<file path="src/design/life_grid_generation_engine_assert.svh">
// Assertion helpers for the life grid engine.
`ifndef LIFE_GRID_GENERATION_ENGINE_ASSERT_SVH
`define LIFE_GRID_GENERATION_ENGINE_ASSERT_SVH

// Same-cycle implication.
`define LGE_ASSERT_IMPL(lbl, clk, rst, ante, cons) \
   lbl: assert property (@(posedge clk) disable iff (rst) (ante) |-> (cons)) \
      else $error("life grid engine check failed");

// Next-cycle implication.
`define LGE_ASSERT_NEXT(lbl, clk, rst, ante, cons) \
   lbl: assert property (@(posedge clk) disable iff (rst) (ante) |=> (cons)) \
      else $error("life grid engine check failed");

`endif

</file>
<file path="src/design/lge_pkg.sv">
package lge_pkg;

   localparam int GRID_ROWS    = 64;
   localparam int GRID_COLUMNS = 64;

   localparam int RIDX_W = $clog2(GRID_ROWS);
   localparam int CIDX_W = $clog2(GRID_COLUMNS);

   localparam int OPCODE_W = 2;
   localparam int ROW_W    = 6;
   localparam int COL_W    = 6;

   localparam logic [OPCODE_W-1:0] OP_WRITE   = 2'd0;
   localparam logic [OPCODE_W-1:0] OP_READ    = 2'd1;
   localparam logic [OPCODE_W-1:0] OP_ADVANCE = 2'd2;

   localparam int BIRTH_COUNT = 3;
   localparam int SURVIVE_LOW = 2;

   typedef logic [GRID_COLUMNS-1:0] row_type;

endpackage

</file>
<file path="src/design/lge_row_update.sv">
module lge_row_update (
   input  logic             wrap_mode,
   input  lge_pkg::row_type top_row,
   input  lge_pkg::row_type mid_row,
   input  lge_pkg::row_type bot_row,
   output lge_pkg::row_type next_row
);
   import lge_pkg::*;

   // One lane per column, all columns of the row in parallel.
   for (genvar c = 0; c < GRID_COLUMNS; c++) begin : g_lane
      localparam int  LI     = (c == 0) ? GRID_COLUMNS - 1 : c - 1;
      localparam int  RI     = (c == GRID_COLUMNS - 1) ? 0 : c + 1;
      localparam bit  L_EDGE = (c == 0);
      localparam bit  R_EDGE = (c == GRID_COLUMNS - 1);

      logic       l_ok;
      logic       r_ok;
      logic [3:0] count;

      assign l_ok = wrap_mode || !L_EDGE;
      assign r_ok = wrap_mode || !R_EDGE;

      assign count = 4'(top_row[LI] & l_ok) + 4'(mid_row[LI] & l_ok)
                   + 4'(bot_row[LI] & l_ok) + 4'(top_row[c]) + 4'(bot_row[c])
                   + 4'(top_row[RI] & r_ok) + 4'(mid_row[RI] & r_ok)
                   + 4'(bot_row[RI] & r_ok);

      // Three neighbors: born or survives; two: survives only if live.
      assign next_row[c] = (count == 4'(BIRTH_COUNT))
                        || (mid_row[c] && (count == 4'(SURVIVE_LOW)));
   end

endmodule

</file>
<file path="config.mk">
export PLATFORM = sky130hd
export DESIGN_NAME = lge_row_update
export DESIGN_NICKNAME = d
export VERILOG_FILES = /design/src/design/life_grid_generation_engine_assert.svh /design/src/design/lge_pkg.sv /design/src/design/lge_row_update.sv
export SDC_FILE = /design/constraint.sdc
export NUM_CORES = 1
export LEC_CHECK = 0
export BUFFER_PORTS_ARGS = -buffer_cell sky130_fd_sc_hd__clkbuf_2
export CAP_MARGIN = 20
export CELL_PAD_IN_SITES_DETAIL_PLACEMENT = 2
export CELL_PAD_IN_SITES_GLOBAL_PLACEMENT = 2
export CORE_MARGIN = 2
export CORE_UTILIZATION = 31
export DETAILED_ROUTE_END_ITERATION = 8
export GPL_ROUTABILITY_DRIVEN = 1
export PLACE_DENSITY_LB_ADDON = 0.1
export SLEW_MARGIN = 15
export SYNTH_ARGS = -nofsm -noshare
export SYNTH_HDL_FRONTEND = slang
export SYNTH_SLANG_ARGS = --single-unit
</file>
<file path="constraint.sdc">
create_clock -name vclk -period 2.6
set_input_delay 0 -clock vclk [all_inputs]
set_output_delay 0 -clock vclk [all_outputs]
set_load 0.005 [all_outputs]
</file>
---- Yosys cells after proc, flatten, opt, wreduce, memory -nomap -nowiden ----
Cells that the tools add are included.
W data, S select, Z words.
operators by class
  $add $sub $neg .......................... 448
  eq/ne operators ......................... 128
  bitwise operators ....................... 6
  reduce and logical (&&, ||, !) cells .... 128
operators by type and width
  cell                  number
  $add A4 B1 Y4         286
  $eq A4 B2 Y1 const B  128
  $add A3 B1 Y4         47
  $add A2 B1 Y3         48
  $add A1 B1 Y2         64
  $logic_and A1 B1 Y1   64
  $logic_or A1 B1 Y1    64
  $add A4 B4 Y4         3
  $and A1 B1 Y1         6
word-level totals
  register bits after elaboration ......... 0
  word-level logic and storage cells ...... 710

---- Depth between registers and ports, before layout ----
Gate-level depths: netlist of the first run.
  depth in word-level cells ............... 11
  depth in mapped cells ................... 10

---- Worst setup path after synthesis of the first run ----
OpenSTA, ideal clock, no wires.
  kind .................................... input -> output
  from .................................... input port top_row[1]
  to ...................................... output port next_row[0]
  arrival time ............................ 2.633 ns
  setup slack ............................. -0.033 ns
  stages on the path ...................... 9
  buffers on the path ..................... 0
  path through ............................ inv_1 fa_1 fa_1 inv_1 fa_1 ha_1 fa_1 or2_2 a21oi_1
between the ends
  cells in the longest elaborated chain, start to end .. 6
  elaborated cells between the ends (all ways) .. 7
  those cells by class .................... add/sub (3); eq/ne (2); reduce/logical (2)
RTL lines
  what                             RTL line              source
  start, declared                  lge_row_update.sv:3   input lge_pkg::row_type top_row,
  $add A4 B1 Y4 (*) (2 in series)  lge_row_update.sv:26  + 4'(top_row[RI] & r_ok) + 4'(mid_row[RI] & r_ok)
  $add A4 B1 Y4 (*)                lge_row_update.sv:27  + 4'(bot_row[RI] & r_ok);
  $eq A4 B2 Y1                     lge_row_update.sv:31  || (mid_row[c] && (count == 4'(SURVIVE_LOW)));
  $logic_and A1 B1 Y1              lge_row_update.sv:31
  $logic_or A1 B1 Y1 (*)           lge_row_update.sv:31
  end, declared                    lge_row_update.sv:6   output lge_pkg::row_type next_row
Every way passes the cells marked *; elsewhere a longest branch is shown, timed or not.

---- Final worst setup path of the first run ----
  from .................................... input port mid_row[39]
  to ...................................... output port next_row[40]
between the ends
  cells in the longest elaborated chain, start to end .. 10
  elaborated cells between the ends (all ways) .. 11
  those cells by class .................... add/sub (7); eq/ne (2); reduce/logical (2)
RTL lines
  what                             RTL line              source
  start, declared                  lge_row_update.sv:4   input lge_pkg::row_type mid_row,
  $add A1 B1 Y2 (*)                lge_row_update.sv:24  assign count = 4'(top_row[LI] & l_ok) + 4'(mid_row[LI] & l_ok)
  $add A2 B1 Y3 (*)                lge_row_update.sv:25  + 4'(bot_row[LI] & l_ok) + 4'(top_row[c]) + 4'(bot_row[c])
  $add A3 B1 Y4 (*)                lge_row_update.sv:25
  $add A4 B1 Y4 (*)                lge_row_update.sv:25
  $add A4 B1 Y4 (*) (2 in series)  lge_row_update.sv:26
  $add A4 B1 Y4 (*)                lge_row_update.sv:27
  $eq A4 B2 Y1                     lge_row_update.sv:31
  $logic_and A1 B1 Y1              lge_row_update.sv:31
  $logic_or A1 B1 Y1 (*)           lge_row_update.sv:31
Marked as above.

==> reports/qor.txt, run 1 <==
LAYOUT
--------------------------------------------------------------------------------
Clock buffer count                                                             0
# nets final                                                                2230
Utilization after layout                                                   45.4%
Number of sequential cells in the layout                                       0
Fraction of final layout cells with drive strength greater than 1          48.1%
Area added between synthesis and finish                                    45.4%
Non-filler cells in the finished layout                                     2044
Number of fillers in the final layout                                       3676
Footprint of the flip-flops and latches                                   0 um^2
Non-Filler Cell Area, Final                                           15600 um^2

SETUP PATH
--------------------------------------------------------------------------------
Cell type of the slowest stage on the worst timing path             sky130_fd_sc_hd__fa_1
Data required, critical path                                             2.60 ns
Top cell by count, worst path                                       sky130_fd_sc_hd__fa_1
Slowest Stage Delay on Critical Path                                     0.57 ns
Crit path DAT                                                            2.79 ns
Max FO, Critical Path                                                          2
Launch point of the worst path                                       mid_row[39]
Critical Path Sink Type                                               output pin
Kind of critical path                                               primary input to output pin
Crit path launch type                                               primary input
Cells traversed along the worst timing path                         buf_8 -> inv_6 -> fa_1 -> fa_1 -> fa_1 -> inv_1 -> ha_2 -> fa_2 -> or2_4 -> a21oi_2 -> buf_2

SYNTH
--------------------------------------------------------------------------------
Biggest area consumer among synthesized cells                       sky130_fd_sc_hd__fa_1
Avg Inst Size Synth                                                    9.19 um^2
Synth top area share                                                       47.8%
Top-count cell post-synth                                           sky130_fd_sc_hd__inv_1
Total of warnings raised by yosys                                              0
Dominant cells by area after synthesis                              sky130_fd_sc_hd__fa_1, sky130_fd_sc_hd__ha_1, sky130_fd_sc_hd__inv_1
Post-Synthesis Net Count                                                    1807
Gate count of the mapped netlist                                            1166
Cell Area, Synth                                                      10700 um^2
Library cells used by synthesis                                               18
Sequential cell area fraction in the yosys report                             0%
Cell types with the highest counts after synthesis                  sky130_fd_sc_hd__inv_1, sky130_fd_sc_hd__fa_1, sky130_fd_sc_hd__ha_1

ROUTE
--------------------------------------------------------------------------------
Total wire length after detailed routing                                32200 um
First-pass iteration count of the detailed router                              4
Post-DRT Antenna Nets                                                          0
Total via count after detailed routing                                      9267
Ratio of routed vias to standard cells                                      4.53
Number of DRC violations after detailed-routing iteration 0                   73
Routed length per instance                                               15.7 um
Number of remaining DRC errors                                                 0

STA
--------------------------------------------------------------------------------
Final-report hold violation count                                              0
Final slew viol count                                                          0
Slew @ Worst Pin                                                        0.248 ns
Slew headroom                                                              83.4%
Final setup viols                                                             46
Achievable frequency                                                     358 MHz
Unrepaired setup endpoints after global routing                              yes
Final period utilization                                                    107%
Final setup slack of the worst path                                    -0.191 ns
Crit path time final                                                     2.79 ns
Worst hold slack                                                        0.331 ns

PWR
--------------------------------------------------------------------------------
Power density over cell area                                         419 nW/um^2
Leakage power summed over all cells                                      7.98 nW
Sw Pwr                                                                   3.26 mW
Internal power                                                           3.26 mW
Clock share of power                                                          0%
Combinational fraction of design power                                    100.0%
Sequential group share of total power                                         0%
Net switching share of the total power                                     50.0%
Peak VDD IR                                                               174 uV

HOLD PATH
--------------------------------------------------------------------------------
Critical hold path startpoint                                        mid_row[14]
Hold/Removal Path Class                                             primary input to output pin
Min-Delay Path Depth                                                           4
Hold Path End                                                       next_row[14]

CLOCK TREE
--------------------------------------------------------------------------------
Hold-fix buffers, CTS                                                          0

RUN STATUS
--------------------------------------------------------------------------------
Violated checks                                                     negative setup slack
Outcome                                                             finished with violations

PLACE
--------------------------------------------------------------------------------
Placed wire-length estimate after detailed placement                    28100 um
Placer's final routability congestion estimate                             0.772
IO buf count                                                                 257
Total cell area at the placement stage                                13500 um^2
Setup Slack @ Placement                                                -0.406 ns
DP Cell Count                                                               1998

GLOBAL ROUTE
--------------------------------------------------------------------------------
GRT Util Overall                                                           17.7%
Vias in the first global route                                             11100
Remaining global-route overflow                                                0
Antenna violations before repair                                               3
Largest net degree at the start of global routing                              7
Global-route wire length before repair                                  52900 um

FLOORPLANNING
--------------------------------------------------------------------------------
Area of the placeable core                                            34300 um^2
Starting Density                                                           31.2%
Site Rows                                                                     68
Die Footprint                                                         36100 um^2
X dimension of the die                                                    190 um
Number of top-level design ports                                             257
Chip height                                                               190 um

FLOW RUN
--------------------------------------------------------------------------------
Reported max-cap violation count                                               0

cells by family after synthesis:
| group | count (synthesis) | share of synthesized area, % |
|---|---|---|
| buf+inv | 385 | 13.5 |
| simple gates | 166 | 8.11 |
| compound gates | 167 | 8.14 |
| fa+ha+maj | 448 | 70.3 |
critical path, delay by kind of cell:
| kind | cells | cell delay (ns) |
|---|---|---|
| simple gates | 1 | 0.24 |
| buf+inv | 4 | 0.30 |
| compound gates | 1 | 0.13 |
| fa+ha+maj | 5 | 2.11 |
power groups by stage:
stage          sequential (mW)  combinational (mW)    clock [mW]
2_1_floorplan                0                3.21             0
3_5_place_dp                 0                5.08             0
5_1_grt                      0                7.55  0.0000000514
6_report                     0                6.52   0.000000103
3_3_place_gp                 0                4.76             0
4_1_cts                      0                6.09             0
through the flow:
stage	total power, mW	TNS [ns]
3_3_place_gp	4.76	-12.69
2_1_floorplan	3.21	0
5_1_grt	7.55	-8.36
4_1_cts	6.09	-7.62
6_report	6.52	-3.71
3_5_place_dp	5.08	-14.47
worst max-delay path by stage:
stage / to / slack [ns] / cells past startpoint
6_report: next_row[40] / -0.19 / 11
5_1_grt: next_row[1] / -0.28 / 11
4_1_cts: next_row[25] / -0.26 / 11
3_5_place_dp: next_row[25] / -0.41 / 11
3_3_place_gp: next_row[25] / -0.36 / 11
2_1_floorplan: next_row[0] / 0.002 / 9
cell usage in the layout, fill, tap and decap left out, types with 31 or more instances in the layout:
cell type                  instances
sky130_fd_sc_hd__inv_1           268
sky130_fd_sc_hd__fa_1            203
sky130_fd_sc_hd__buf_4           165
sky130_fd_sc_hd__ha_1            145
sky130_fd_sc_hd__clkbuf_2        143
sky130_fd_sc_hd__inv_2            70
sky130_fd_sc_hd__fa_2             53
sky130_fd_sc_hd__a21oi_1          52
sky130_fd_sc_hd__nand3_1          48
sky130_fd_sc_hd__buf_2            48
sky130_fd_sc_hd__or2_4            47
sky130_fd_sc_hd__a21oi_2          42
sky130_fd_sc_hd__ha_4             33
sky130_fd_sc_hd__inv_4            32
sky130_fd_sc_hd__buf_8            31
routing by layer:
layer  routed length (um)  vias up  track usage (%)
li1                     -     4422                -
met1                12500     4684             21.0
met2                18000      141             35.3
met3                 1280       18             1.96
met4                  327        2             1.43
met5                   16        -                0
final cells by class:
type / instances / area, um^2 / share of cell area (%)
tap: 455 / 569 / 3.66
antenna: 2 / 5.00 / 0.0321
multi-input combinational: 781 / 10300 / 66.2
inverter: 385 / 1600 / 10.3
timing repair buffer: 421 / 3090 / 19.8
timing repair:
| item | in CTS | in global routing |
|---|---|---|
| pin swaps | 173 | 179 |
| resized for setup | 403 | 279 |
| endpoints found under the setup margin | 48 | 54 |
| gates cloned | 0 | 0 |
| setup buffers | 17 | 27 |
(Power assumes the default switching activity.)
==> run 2, diff against run 1 <==
--- a/config.mk
+++ b/config.mk
@@ -13,6 +13,7 @@
 export CORE_UTILIZATION = 31
 export DETAILED_ROUTE_END_ITERATION = 8
 export GPL_ROUTABILITY_DRIVEN = 1
+export MAX_ROUTING_LAYER = met4
 export PLACE_DENSITY_LB_ADDON = 0.1
 export SLEW_MARGIN = 15
 export SYNTH_ARGS = -nofsm -noshare
==> reports/qor.txt, run 2 (same netlist as run 1, synthesis figures left out) <==
RUN STATUS
--------------------------------------------------------------------------------
Outcome                                                             finished with violations
Violated checks                                                     negative setup slack

STA
--------------------------------------------------------------------------------
Unrepaired setup endpoints after global routing                              yes
Slew headroom                                                              83.4%   unchanged
Slew @ Worst Pin                                                        0.248 ns   unchanged
Final period utilization                                                    107%   -0.16 points
Final-report hold violation count                                              0   unchanged
Final setup viols                                                             46   unchanged
Crit path time final                                                     2.79 ns   -0.00425 ns
Achievable frequency                                                     359 MHz   +0.15%
Final slew viol count                                                          0   unchanged
Worst hold slack                                                        0.331 ns   unchanged
Final setup slack of the worst path                                    -0.187 ns   +0.00425 ns

GLOBAL ROUTE
--------------------------------------------------------------------------------
Vias in the first global route                                             11100   +0.036%
GRT Util Overall                                                           18.3%   +0.53 points
Largest net degree at the start of global routing                              7   unchanged
Remaining global-route overflow                                                0   unchanged
Antenna violations before repair                                               3   unchanged
Global-route wire length before repair                                  52900 um   about the same

LAYOUT
--------------------------------------------------------------------------------
Number of fillers in the final layout                                       3676   unchanged
Number of sequential cells in the layout                                       0   unchanged
Clock buffer count                                                             0   unchanged
Fraction of final layout cells with drive strength greater than 1          48.1%   unchanged
Area added between synthesis and finish                                    45.3%   about the same
Most frequent cells in the layout                                   sky130_fd_sc_hd__inv_1, sky130_fd_sc_hd__fa_1, sky130_fd_sc_hd__buf_4, sky130_fd_sc_hd__ha_1, sky130_fd_sc_hd__clkbuf_2
# nets final                                                                2230   unchanged
Footprint of the flip-flops and latches                                   0 um^2   unchanged
Commonest non-fill, non-tap cell in the layout                      sky130_fd_sc_hd__inv_1

SETUP PATH
--------------------------------------------------------------------------------
Kind of critical path                                               primary input to output pin
Critical Path Sink Type                                               output pin
Launch point of the worst path                                       mid_row[39]
Data required, critical path                                             2.60 ns   about the same
Crit path launch type                                               primary input
Max FO, Critical Path                                                          2   unchanged
Crit path DAT                                                            2.79 ns   about the same

FLOORPLANNING
--------------------------------------------------------------------------------
Number of top-level design ports                                             257   unchanged
Chip height                                                               190 um   unchanged
Site Rows                                                                     68   unchanged
X dimension of the die                                                    190 um   unchanged
Die Footprint                                                         36100 um^2   unchanged
Starting Density                                                           31.2%   unchanged
Area of the placeable core                                            34300 um^2   unchanged

ROUTE
--------------------------------------------------------------------------------
Total via count after detailed routing                                      9274   +0.076%
First-pass iteration count of the detailed router                              4   unchanged
Ratio of routed vias to standard cells                                      4.53   about the same
Post-DRT Antenna Nets                                                          0   unchanged
Number of DRC violations after detailed-routing iteration 0                   65   -11%
Total wire length after detailed routing                                32100 um   -0.20%
Number of remaining DRC errors                                                 0   unchanged
Routed length per instance                                               15.7 um   -0.25%

PWR
--------------------------------------------------------------------------------
Peak VDD IR                                                               174 uV   about the same
Leakage power summed over all cells                                      7.98 nW   about the same
Post-layout total power                                                  6.52 mW   about the same
Power density over cell area                                         419 nW/um^2   about the same

PLACE
--------------------------------------------------------------------------------
Placed wire-length estimate after detailed placement                    28100 um   unchanged
Placer's final routability congestion estimate                             0.782   +1.3%
IO buf count                                                                 257   unchanged

HOLD PATH
--------------------------------------------------------------------------------
Hold/Removal Path Class                                             primary input to output pin
Critical hold path startpoint                                        mid_row[14]
Min-Delay Path Depth                                                           4   unchanged

CLOCK TREE
--------------------------------------------------------------------------------
Hold-fix buffers, CTS                                                          0   unchanged

FLOW RUN
--------------------------------------------------------------------------------
Reported max-cap violation count                                               0   unchanged

run 2: cell types whose count changed in the layout (fill, tap and decap cells not counted):
cell / delta
sky130_fd_sc_hd__clkbuf_2: +1
sky130_fd_sc_hd__buf_8: -1
sky130_fd_sc_hd__inv_4: -1
sky130_fd_sc_hd__inv_2: +1
sky130_fd_sc_hd__diode_2: +1
run 2: routing by layer:
layer	track usage (%)	share of wire, %	up-vias
met5	-	0	-
met4	1.43	0.84	0
met3	1.88	4.0	14
met2	35.3	56	141
met1	21.1	39	4695
li1	-	-	4424
run 2: worst max-delay path, stage by stage:
cell	delay, ns
sky130_fd_sc_hd__buf_8	0.09
sky130_fd_sc_hd__inv_6	0.03
sky130_fd_sc_hd__fa_1	0.55
sky130_fd_sc_hd__fa_1	0.45
sky130_fd_sc_hd__fa_1	0.57
sky130_fd_sc_hd__inv_1	0.06
sky130_fd_sc_hd__ha_2	0.19
sky130_fd_sc_hd__fa_2	0.35
sky130_fd_sc_hd__or2_4	0.24
sky130_fd_sc_hd__a21oi_2	0.13
sky130_fd_sc_hd__buf_2	0.12
run 2: path summary, 6_finish.rpt:
kind,to
min,next_row[14]
max,next_row[40]
run 2: timing repair:
item | 4_1_cts | 5_1_grt
buffers inserted | 17 | 27
resized for setup | 403 | 276
gates cloned | 0 | 0
pin swaps | 173 | 179
endpoints found under the setup margin | 48 | 54
run 2: through the flow:
stage	instance area (um^2)	setup TNS, ns	util, %	std cells	setup WS (ns)
global route	15600	-8.38	45.4	2045	-0.279
finish	15600	-3.68	45.4	2045	-0.187
CTS	14700	-7.62	42.8	2015	-0.260
detailed placement	13500	-14.47	39.3	1998	-0.406
global placement	13500	-12.69	39.3	1998	-0.360
floorplan	10700	0	-	1166	0.00198
run 2: layout make-up:
type	count	area (um^2)	area share [%]
inverters	385	1600	10.3
well taps	455	569	3.66
multi-input cells	781	10300	66.2
diodes	3	7.51	0.0482
repair buffers	421	3080	19.8
run 2: power breakdown:
| part | internal, mW | switching, mW |
|---|---|---|
| clock | 0.000000155 | 0 |
| combinational | 3.26 | 3.26 |
| sequential | 0 | 0 |
| total | 3.26 | 3.26 |
